**config.mk**
```make
export PLATFORM = sky130hd
export DESIGN_NAME = clipped_convolution_matrix_addresser
export DESIGN_NICKNAME = d
export VERILOG_FILES = /design/src/hw/rtl/cca_pkg.sv /design/src/hw/rtl/cca_front.sv /design/src/hw/rtl/cca_queue.sv /design/src/hw/rtl/cca_back.sv /design/src/hw/rtl/clipped_convolution_matrix_addresser.sv
export SDC_FILE = /design/constraint.sdc
export NUM_CORES = 1
export LEC_CHECK = 0
export BUFFER_PORTS_ARGS = -buffer_cell sky130_fd_sc_hd__buf_2
export CORE_ASPECT_RATIO = 0.7
export CORE_UTILIZATION = 50
export DETAILED_ROUTE_END_ITERATION = 16
export PLACE_DENSITY = 0.66
export SLEW_MARGIN = 25
export SYNTH_ARGS = -nofsm -noshare
export SYNTH_HDL_FRONTEND = slang
export SYNTH_HIERARCHICAL = 1
export SYNTH_SLANG_ARGS = --single-unit
```
**constraint.sdc**
```tcl
create_clock -name clk -period 20.6 [get_ports clk]
set_clock_uncertainty 0.15 [all_clocks]
set_input_delay 1.03 -clock clk [delete_from_list [all_inputs] [get_ports clk]]
set_output_delay 1.03 -clock clk [all_outputs]
set_load 0.05 [all_outputs]
```
**src/hw/rtl/cca_pkg.sv**
```systemverilog
`timescale 1ns / 1ps

package cca_pkg;

  localparam int CFG_W     = 11;
  localparam int COORD_W   = 10;
  localparam int IDX_W     = 20;
  localparam int KIDX_W    = 6;
  localparam int KDIM_W    = 4;
  localparam int CFG_IDX_W = 2;
  localparam int AX_W      = 14;

  localparam int DEF_MAX_IMAGE_DIM  = 1024;
  localparam int DEF_MAX_KERNEL_DIM = 8;

  localparam logic [CFG_IDX_W-1:0] REG_IMAGE_WIDTH   = 2'd0;
  localparam logic [CFG_IDX_W-1:0] REG_IMAGE_HEIGHT  = 2'd1;
  localparam logic [CFG_IDX_W-1:0] REG_KERNEL_WIDTH  = 2'd2;
  localparam logic [CFG_IDX_W-1:0] REG_KERNEL_HEIGHT = 2'd3;

  typedef struct packed {
    logic [COORD_W-1:0] pixel_row;
    logic [COORD_W-1:0] pixel_col;
  } pixel_req_t;

  typedef struct packed {
    logic [IDX_W-1:0]  matrix_row;
    logic [IDX_W-1:0]  matrix_col;
    logic [KIDX_W-1:0] kernel_index;
    logic              last_entry;
  } matrix_entry_t;

  typedef struct packed {
    logic [KDIM_W-1:0] pre;
    logic [KDIM_W-1:0] post;
    logic [KDIM_W-1:0] off;
  } axis_win_t;

  typedef struct packed {
    logic [IDX_W-1:0]  mrow;
    logic [IDX_W-1:0]  base;
    logic [KIDX_W-1:0] kbase;
    logic [KDIM_W-1:0] nrows;
    logic [KDIM_W-1:0] ncols;
    logic [CFG_W-1:0]  step;
    logic [KDIM_W-1:0] kstep;
  } window_desc_t;

  typedef enum logic {
    SEQ_IDLE,
    SEQ_RUN
  } seq_state_t;

  function automatic logic [CFG_W-1:0] clamp_image(logic [CFG_W-1:0] v, int maxv);
    logic [CFG_W-1:0] r;
    r = v;
    if (int'(v) > maxv) begin
      r = CFG_W'(maxv);
    end
    return r;
  endfunction

  function automatic logic [KDIM_W-1:0] clamp_kernel(logic [KDIM_W-1:0] v, int maxv);
    logic [KDIM_W-1:0] r;
    r = v;
    if (int'(v) > maxv) begin
      r = KDIM_W'(maxv);
    end
    return r;
  endfunction

  // The nominal pre extent is n/2 rounded down for both parities, and the
  // nominal post extent is the remainder of the kernel size.
  function automatic axis_win_t axis_window(logic [COORD_W-1:0] k, logic [KDIM_W-1:0] n,
                                            logic [CFG_W-1:0] m);
    logic signed [AX_W-1:0] ks;
    logic signed [AX_W-1:0] ms;
    logic signed [AX_W-1:0] p;
    logic signed [AX_W-1:0] q;
    logic signed [AX_W-1:0] pre;
    logic signed [AX_W-1:0] post;
    logic signed [AX_W-1:0] off;
    axis_win_t w;
    ks = AX_W'(k);
    ms = AX_W'(m);
    p  = AX_W'(n >> 1);
    q  = AX_W'(n) - p;
    if (ks < p) begin
      pre  = ks;
      post = q;
      off  = p - ks;
    end else if (ks > ms - q - AX_W'(1)) begin
      pre  = p;
      post = ms - ks;
      off  = '0;
    end else begin
      pre  = p;
      post = q;
      off  = '0;
    end
    if (post > ms - ks) begin
      post = ms - ks;
    end
    if (post < 0) begin
      post = '0;
    end
    w.pre  = KDIM_W'(pre);
    w.post = KDIM_W'(post);
    w.off  = KDIM_W'(off);
    return w;
  endfunction

endpackage

```
**src/hw/rtl/cca_front.sv**
```systemverilog
`timescale 1ns / 1ps

module cca_front #(
  parameter int MAX_IMAGE_DIM  = cca_pkg::DEF_MAX_IMAGE_DIM,
  parameter int MAX_KERNEL_DIM = cca_pkg::DEF_MAX_KERNEL_DIM
) (
  input  logic                           clk,
  input  logic                           rst,
  input  logic                           start,
  output logic                           busy,
  input  cca_pkg::pixel_req_t            pixel,
  input  logic                           cfg_write,
  input  logic [cca_pkg::CFG_IDX_W-1:0]  cfg_index,
  input  logic [cca_pkg::CFG_W-1:0]      cfg_data,
  output logic                           q_push,
  output cca_pkg::window_desc_t          q_data,
  input  logic                           q_full
);
  import cca_pkg::*;

  logic [CFG_W-1:0]   image_width;
  logic [CFG_W-1:0]   image_height;
  logic [KDIM_W-1:0]  kernel_width;
  logic [KDIM_W-1:0]  kernel_height;

  logic [CFG_W-1:0]   w;
  logic [CFG_W-1:0]   h;
  logic [KDIM_W-1:0]  kw;
  logic [KDIM_W-1:0]  kh;

  logic               accept;
  logic               drain;
  logic               in_empty;

  logic               a_valid;
  logic               a_empty;
  logic [COORD_W-1:0] a_row;
  logic [COORD_W-1:0] a_col;
  axis_win_t          a_x;
  axis_win_t          a_y;

  logic [COORD_W-1:0] start_row;
  logic [COORD_W-1:0] start_col;
  logic [IDX_W:0]     mrow_full;
  logic [IDX_W:0]     base_full;

  always_ff @(posedge clk) begin
    if (rst) begin
      image_width   <= CFG_W'(64);
      image_height  <= CFG_W'(64);
      kernel_width  <= KDIM_W'(3);
      kernel_height <= KDIM_W'(3);
    end else if (cfg_write) begin
      case (cfg_index)
        REG_IMAGE_WIDTH:   image_width   <= cfg_data;
        REG_IMAGE_HEIGHT:  image_height  <= cfg_data;
        REG_KERNEL_WIDTH:  kernel_width  <= cfg_data[KDIM_W-1:0];
        REG_KERNEL_HEIGHT: kernel_height <= cfg_data[KDIM_W-1:0];
        default: ;
      endcase
    end
  end

  assign w  = clamp_image(image_width, MAX_IMAGE_DIM);
  assign h  = clamp_image(image_height, MAX_IMAGE_DIM);
  assign kw = clamp_kernel(kernel_width, MAX_KERNEL_DIM);
  assign kh = clamp_kernel(kernel_height, MAX_KERNEL_DIM);

  // A request that yields no entries is dropped here and never reaches the queue.
  assign in_empty = (w == '0) || (h == '0) || (kw == '0) || (kh == '0) ||
                    ({1'b0, pixel.pixel_row} >= h) || ({1'b0, pixel.pixel_col} >= w);

  assign drain  = a_valid && (a_empty || !q_full);
  assign busy   = a_valid && !drain;
  assign accept = start && !busy;
  assign q_push = drain && !a_empty;

  always_ff @(posedge clk) begin
    if (rst) begin
      a_valid <= 1'b0;
    end else if (accept) begin
      a_valid <= 1'b1;
    end else if (drain) begin
      a_valid <= 1'b0;
    end
  end

  always_ff @(posedge clk) begin
    if (accept) begin
      a_row   <= pixel.pixel_row;
      a_col   <= pixel.pixel_col;
      a_empty <= in_empty;
      a_x     <= axis_window(pixel.pixel_col, kw, w);
      a_y     <= axis_window(pixel.pixel_row, kh, h);
    end
  end

  assign start_row = a_row - COORD_W'(a_y.pre);
  assign start_col = a_col - COORD_W'(a_x.pre);
  assign mrow_full = (IDX_W+1)'(a_row) * (IDX_W+1)'(w) + (IDX_W+1)'(a_col);
  assign base_full = (IDX_W+1)'(start_row) * (IDX_W+1)'(w) + (IDX_W+1)'(start_col);

  always_comb begin
    q_data.mrow  = mrow_full[IDX_W-1:0];
    q_data.base  = base_full[IDX_W-1:0];
    q_data.kbase = KIDX_W'(a_y.off) * KIDX_W'(kw) + KIDX_W'(a_x.off);
    q_data.nrows = a_y.pre + a_y.post;
    q_data.ncols = a_x.pre + a_x.post;
    q_data.step  = w;
    q_data.kstep = kw;
  end

  assert property (@(posedge clk) disable iff (rst) q_push |-> !q_full)
    else $error("Window pushed into a full queue.");
  assert property (@(posedge clk) disable iff (rst) busy |-> (q_full && !a_empty))
    else $error("Front stalled without a full queue.");

endmodule

```
**src/hw/rtl/cca_queue.sv**
```systemverilog
`timescale 1ns / 1ps

module cca_queue (
  input  logic                  clk,
  input  logic                  rst,
  input  logic                  push,
  input  cca_pkg::window_desc_t push_data,
  output logic                  full,
  input  logic                  pop,
  output logic                  valid,
  output cca_pkg::window_desc_t head
);
  import cca_pkg::*;

  window_desc_t entries [2];
  logic         wr_ptr;
  logic         rd_ptr;
  logic [1:0]   count;
  logic [1:0]   count_next;

  assign full  = (count == 2'd2);
  assign valid = (count != 2'd0);
  assign head  = entries[rd_ptr];

  always_comb begin
    count_next = count;
    if (push && !pop) begin
      count_next = count + 2'd1;
    end else if (pop && !push) begin
      count_next = count - 2'd1;
    end
  end

  always_ff @(posedge clk) begin
    if (rst) begin
      wr_ptr <= 1'b0;
      rd_ptr <= 1'b0;
      count  <= 2'd0;
    end else begin
      count <= count_next;
      if (push) begin
        wr_ptr <= ~wr_ptr;
      end
      if (pop) begin
        rd_ptr <= ~rd_ptr;
      end
    end
  end

  always_ff @(posedge clk) begin
    if (push) begin
      entries[wr_ptr] <= push_data;
    end
  end

  assert property (@(posedge clk) disable iff (rst) (pop && !push) |-> valid)
    else $error("Queue popped while empty.");

endmodule

```
**src/hw/rtl/cca_back.sv**
```systemverilog
`timescale 1ns / 1ps

module cca_back (
  input  logic                   clk,
  input  logic                   rst,
  input  logic                   q_valid,
  input  cca_pkg::window_desc_t  q_head,
  output logic                   q_pop,
  output cca_pkg::matrix_entry_t entry,
  output logic                   entry_strobe
);
  import cca_pkg::*;

  seq_state_t        state;
  seq_state_t        state_next;
  window_desc_t      cur;
  logic [KDIM_W-1:0] r_cnt;
  logic [KDIM_W-1:0] c_cnt;
  logic [IDX_W-1:0]  row_base;
  logic [IDX_W-1:0]  col_idx;
  logic [KIDX_W-1:0] krow;
  logic [KIDX_W-1:0] kidx;
  logic              last_now;
  logic              row_end;
  logic              load;
  logic              emit;

  assign row_end  = (c_cnt == cur.ncols - KDIM_W'(1));
  assign last_now = row_end && (r_cnt == cur.nrows - KDIM_W'(1));
  assign q_pop    = load;

  always_comb begin
    state_next = state;
    case (state)
      SEQ_IDLE: begin
        if (q_valid) begin
          state_next = SEQ_RUN;
        end
      end
      SEQ_RUN: begin
        if (last_now && !q_valid) begin
          state_next = SEQ_IDLE;
        end
      end
      default: state_next = SEQ_IDLE;
    endcase
  end

  always_comb begin
    load = 1'b0;
    emit = 1'b0;
    case (state)
      SEQ_IDLE: begin
        load = q_valid;
      end
      SEQ_RUN: begin
        emit = 1'b1;
        load = q_valid && last_now;
      end
      default: ;
    endcase
  end

  always_ff @(posedge clk) begin
    if (rst) begin
      state        <= SEQ_IDLE;
      entry_strobe <= 1'b0;
    end else begin
      state        <= state_next;
      entry_strobe <= emit;
    end
  end

  always_ff @(posedge clk) begin
    if (emit) begin
      entry.matrix_row   <= cur.mrow;
      entry.matrix_col   <= col_idx;
      entry.kernel_index <= kidx;
      entry.last_entry   <= last_now;
    end
    if (load) begin
      cur      <= q_head;
      r_cnt    <= '0;
      c_cnt    <= '0;
      row_base <= q_head.base;
      col_idx  <= q_head.base;
      krow     <= q_head.kbase;
      kidx     <= q_head.kbase;
    end else if (emit && !last_now) begin
      if (row_end) begin
        r_cnt    <= r_cnt + KDIM_W'(1);
        c_cnt    <= '0;
        row_base <= row_base + IDX_W'(cur.step);
        col_idx  <= row_base + IDX_W'(cur.step);
        krow     <= krow + KIDX_W'(cur.kstep);
        kidx     <= krow + KIDX_W'(cur.kstep);
      end else begin
        c_cnt   <= c_cnt + KDIM_W'(1);
        col_idx <= col_idx + IDX_W'(1);
        kidx    <= kidx + KIDX_W'(1);
      end
    end
  end

  assert property (@(posedge clk) disable iff (rst) q_pop |-> q_valid)
    else $error("Sequencer took a window from an empty queue.");
  assert property (@(posedge clk) disable iff (rst)
                   (state == SEQ_RUN) |-> ((c_cnt < cur.ncols) && (r_cnt < cur.nrows)))
    else $error("Window counters ran past the window.");
  assert property (@(posedge clk) disable iff (rst) entry_strobe |-> $past(state == SEQ_RUN))
    else $error("Entry strobe without a running window.");

endmodule

```
**src/hw/rtl/clipped_convolution_matrix_addresser.sv**
```systemverilog
`timescale 1ns / 1ps

// Channel   Ports                          Handshake
// request   start, busy, pixel             taken when start is high and busy is low
// entry     entry_strobe, entry            strobed once per entry, no back-pressure
// config    cfg_write, cfg_index, cfg_data written when cfg_write is high
//
// A pixel's first entry is registered in the front, the queue and the sequencer
// on its way to the entry output. Entries leave one per cycle while the sequencer
// holds a window; an R by C window yields R*C entries, which sets the sustained
// rate. A two-entry window queue lets requests be taken while the sequencer is
// busy; busy rises only when that queue is full. Pixels that yield no entries
// never reach the queue. Reset restores the register defaults and empties the queue.

module clipped_convolution_matrix_addresser #(
  parameter int MAX_IMAGE_DIM  = cca_pkg::DEF_MAX_IMAGE_DIM,
  parameter int MAX_KERNEL_DIM = cca_pkg::DEF_MAX_KERNEL_DIM
) (
  input  logic                           clk,
  input  logic                           rst,
  input  logic                           start,
  output logic                           busy,
  input  cca_pkg::pixel_req_t            pixel,
  output logic                           entry_strobe,
  output cca_pkg::matrix_entry_t         entry,
  input  logic                           cfg_write,
  input  logic [cca_pkg::CFG_IDX_W-1:0]  cfg_index,
  input  logic [cca_pkg::CFG_W-1:0]      cfg_data
);
  import cca_pkg::*;

  logic         q_push;
  logic         q_full;
  logic         q_pop;
  logic         q_valid;
  window_desc_t q_data;
  window_desc_t q_head;

  cca_front #(
    .MAX_IMAGE_DIM  (MAX_IMAGE_DIM),
    .MAX_KERNEL_DIM (MAX_KERNEL_DIM)
  ) u_front (
    .clk       (clk),
    .rst       (rst),
    .start     (start),
    .busy      (busy),
    .pixel     (pixel),
    .cfg_write (cfg_write),
    .cfg_index (cfg_index),
    .cfg_data  (cfg_data),
    .q_push    (q_push),
    .q_data    (q_data),
    .q_full    (q_full)
  );

  cca_queue u_queue (
    .clk       (clk),
    .rst       (rst),
    .push      (q_push),
    .push_data (q_data),
    .full      (q_full),
    .pop       (q_pop),
    .valid     (q_valid),
    .head      (q_head)
  );

  cca_back u_back (
    .clk          (clk),
    .rst          (rst),
    .q_valid      (q_valid),
    .q_head       (q_head),
    .q_pop        (q_pop),
    .entry        (entry),
    .entry_strobe (entry_strobe)
  );

endmodule

```
==> out/results.ini <==
[layout]
final_cells = 3414
drive_above_1_share_pct = 10.25
seqCellArea_um2 = 10690
nFillCells = 4736
area_delta_synth_final_pct = 8.856
multiInputGateArea_um2 = 15510
diodes = 0
nets = 3137
final_util_pct = 55.57

[global_routing]
gr-usage-all-layers_pct = 22.75
grt_pass1_vias = 18775
overflow = 0
grt_max_degree = 71
grt_pass1_wl_mm = 100.6
antenna_found_initial = 0

[die]
rows = 71
die_h_um = 198.8
die_w_um = 283.1
initial_utilization_pct = 51.05
io_pins = 86
core-area_um2 = 54190
die_area_um2 = 56290

[clocking]
cts_setup_buffers = 0
clock_sinks = 371
cts_tree = done
clk_latency_ns = 0.58
clock_path_buffers = 3
path_clk_slew_ns = 0.07
clockRootBuffer = clkbuf_16
numCtsBuffers = 39
cts_hold_buf = 0
htreeDepth = 2
cts_resized = 0

[worst_setup_path]
r2r-end = u_queue/entries[1][48]
rrSetupSlack_ns = 12.39
endpoint = u_queue/entries[1][48]
worstPathRequired_ns = 20.75
startpoint = u_front/a_row[0]
path_common_cell = fa_1
r2r_cells = 26
critPathKind = flip-flop to flip-flop
cpMaxStageDelayCell = xor2_1
crit_path_end_kind = flip-flop
rr_startpoint = u_front/a_row[0]
cpLargestDelayFamily = adder cells
critical_path.max_stage_delay_ns = 0.72
crit_path_start_kind = flip-flop
crit_buf_inv = 3
critPathArrivalTime_ns = 8.36
cp.depth = 26
crit_path_max_fanout = 11

[run_status]
outcome = finished clean

[synth]
ys_warn_count = 6
yosysUniqueCellTypes = 92
synth_top_area_share_pct = 35.28
synthTopCellsByArea = edfxtp_1 35%, fa_1 13%, ha_1 12%
ys_top_cells_by_count = 325 x edfxtp_1, 319 x inv_1, 267 x ha_1
synth_edf_count = 325
synth_most_common_cell = edfxtp_1
synth.ff_latch_count = 371
synth_area_per_cell_um2 = 10.77
syn_inst = 2569
seq_area_frac_synth_pct = 38.61
dominantRegCellSynth = edfxtp_1
netlist_area_um2 = 27660
async_reset_ff_share_pct = 0
yosysTopAreaCell = edfxtp_1

[pwr]
leakage_nw = 13.12
power_density_nw_per_um2 = 105.6
finalPower_mw = 3.180
ir_drop_uv = 120.8

[drt]
routed_wl_mm = 62.72
drt_first_pass_iters = 5
wl_per_cell_um = 18.37
drc_errors = 0
via_per_inst = 5.527
postRouteAntennaNets = 0
drtIter0Drc = 1465
vias = 18870

[worst_hold_path]
worstHoldPathCells = 0
hold_path_class = flip-flop to flip-flop

[place]
io_buffers = 85
place_hpwl_mm = 47.44
finalWeightedCongestion = 0.9399
dp_cells = 3344

[sta]
hold_viol = 0
max_freq_mhz = 121.7
timing.final.crit_share_pct = 39.88
fin_crit_ns = 8.215
slew_viol_final = 0
rsz0062_at_grt = false
max-slew-margin-rel_pct = 30.78
tightest_slew_ns = 1.035
setup-violations-final = 0
tns_ns = 0

[run]
max-cap-violations = 0

[sequential cells by signal, indices dropped and copies added, names as in the netlist, 6 cells and up, named ones only]
register and cells:
u_back/krow 6, u_queue/entries 138, u_back/kidx 6, u_front/a_col 10, u_front/image_height 11, u_front/a_row 10
u_front/image_width 11, u_back/cur 43, u_back/row_base 20, u_front/a_y 12, u_back/col_idx 20, u_front/a_x 12
u_back/entry 47
[worst reg2reg max path, delay by kind of cell (launching register included)]
family          cells  cell delay (ns)
simple gates        5             0.68
fa+ha+maj           8             3.54
xor+xnor            2             1.09
buf+inv             3             0.38
compound gates      8             1.63
flops               1             0.47
[worst min-delay path by stage]
stage,start,endpoint
after floorplan,u_back/cur[49],u_back/entry[27]
after global placement,u_back/cur[68],u_back/entry[46]
after detailed placement,u_back/cur[65],u_back/entry[43]
after CTS,u_back/cur[59],u_back/entry[37]
after global routing,u_back/cur[60],u_back/entry[38]
final,u_back/cur[52],u_back/entry[30]
[kinds of logic (layout without fill, tap and decap cells)]
group | after synthesis | after routing | share of synthesized area (%)
simple gates | 737 | 737 | 12.82
fa+ha+maj | 445 | 445 | 24.96
mux | 104 | 104 | 4.220
xor+xnor | 150 | 150 | 4.925
flops | 371 | 371 | 38.61
compound gates | 359 | 359 | 8.756
other cells | 2 | 18 | 0.02715
buf+inv | 401 | 500 | 5.685
[cell usage in the layout, fill, tap and decap left out, drive strengths merged, types with 33 or more instances in the layout]
cell type,count
a21oi,93
and2,75
nor2b,53
inv,327
nor3,36
fa,178
mux2i,33
o21ai,92
dfxtp,46
nor2,190
edfxtp,325
nand2,231
ha,267
buf,107
xnor2,90
mux2,71
clkbuf,50
xor2,57
nand3,33
[power by group]
part | total, mW | internal [mW] | switching [mW] | leakage, nW
Clock | 0.683 | 0.382 | 0.302 | 0.586
Combinational | 1.30 | 0.479 | 0.826 | 9.14
Sequential | 1.19 | 1.09 | 0.0990 | 3.40
Total | 3.18 | 1.95 | 1.23 | 13.1
[final cells by class]
class / count / share of cell area [%]
Sequential cell: 371 / 35.48
Multi-Input combinational cell: 1813 / 51.50
Clock buffer: 50 / 3.411
Inverter: 323 / 4.030
Tap cell: 730 / 3.033
Timing Repair Buffer: 107 / 1.961
Clock inverter: 20 / 0.5775
[per-stage QoR]
stage               hold slack [ns]  instance area [um^2]  setup slack [ns]
CTS                          0.2719                 30100             12.49
global placement             0.2504                 28900             12.74
floorplan                    0.2503                 27720             13.35
finish                       0.2696                 30110             12.39
detailed placement           0.2561                 28900             12.55
global route                 0.2736                 30110             11.95
[layer usage]
metal | share of wire [%] | GRT usage [%]
met5 | 0 | 0
met4 | 2.3 | 6.206
met3 | 7.3 | 4.828
met2 | 43 | 34.41
met1 | 48 | 32.99
(Power assumes the default switching activity.)
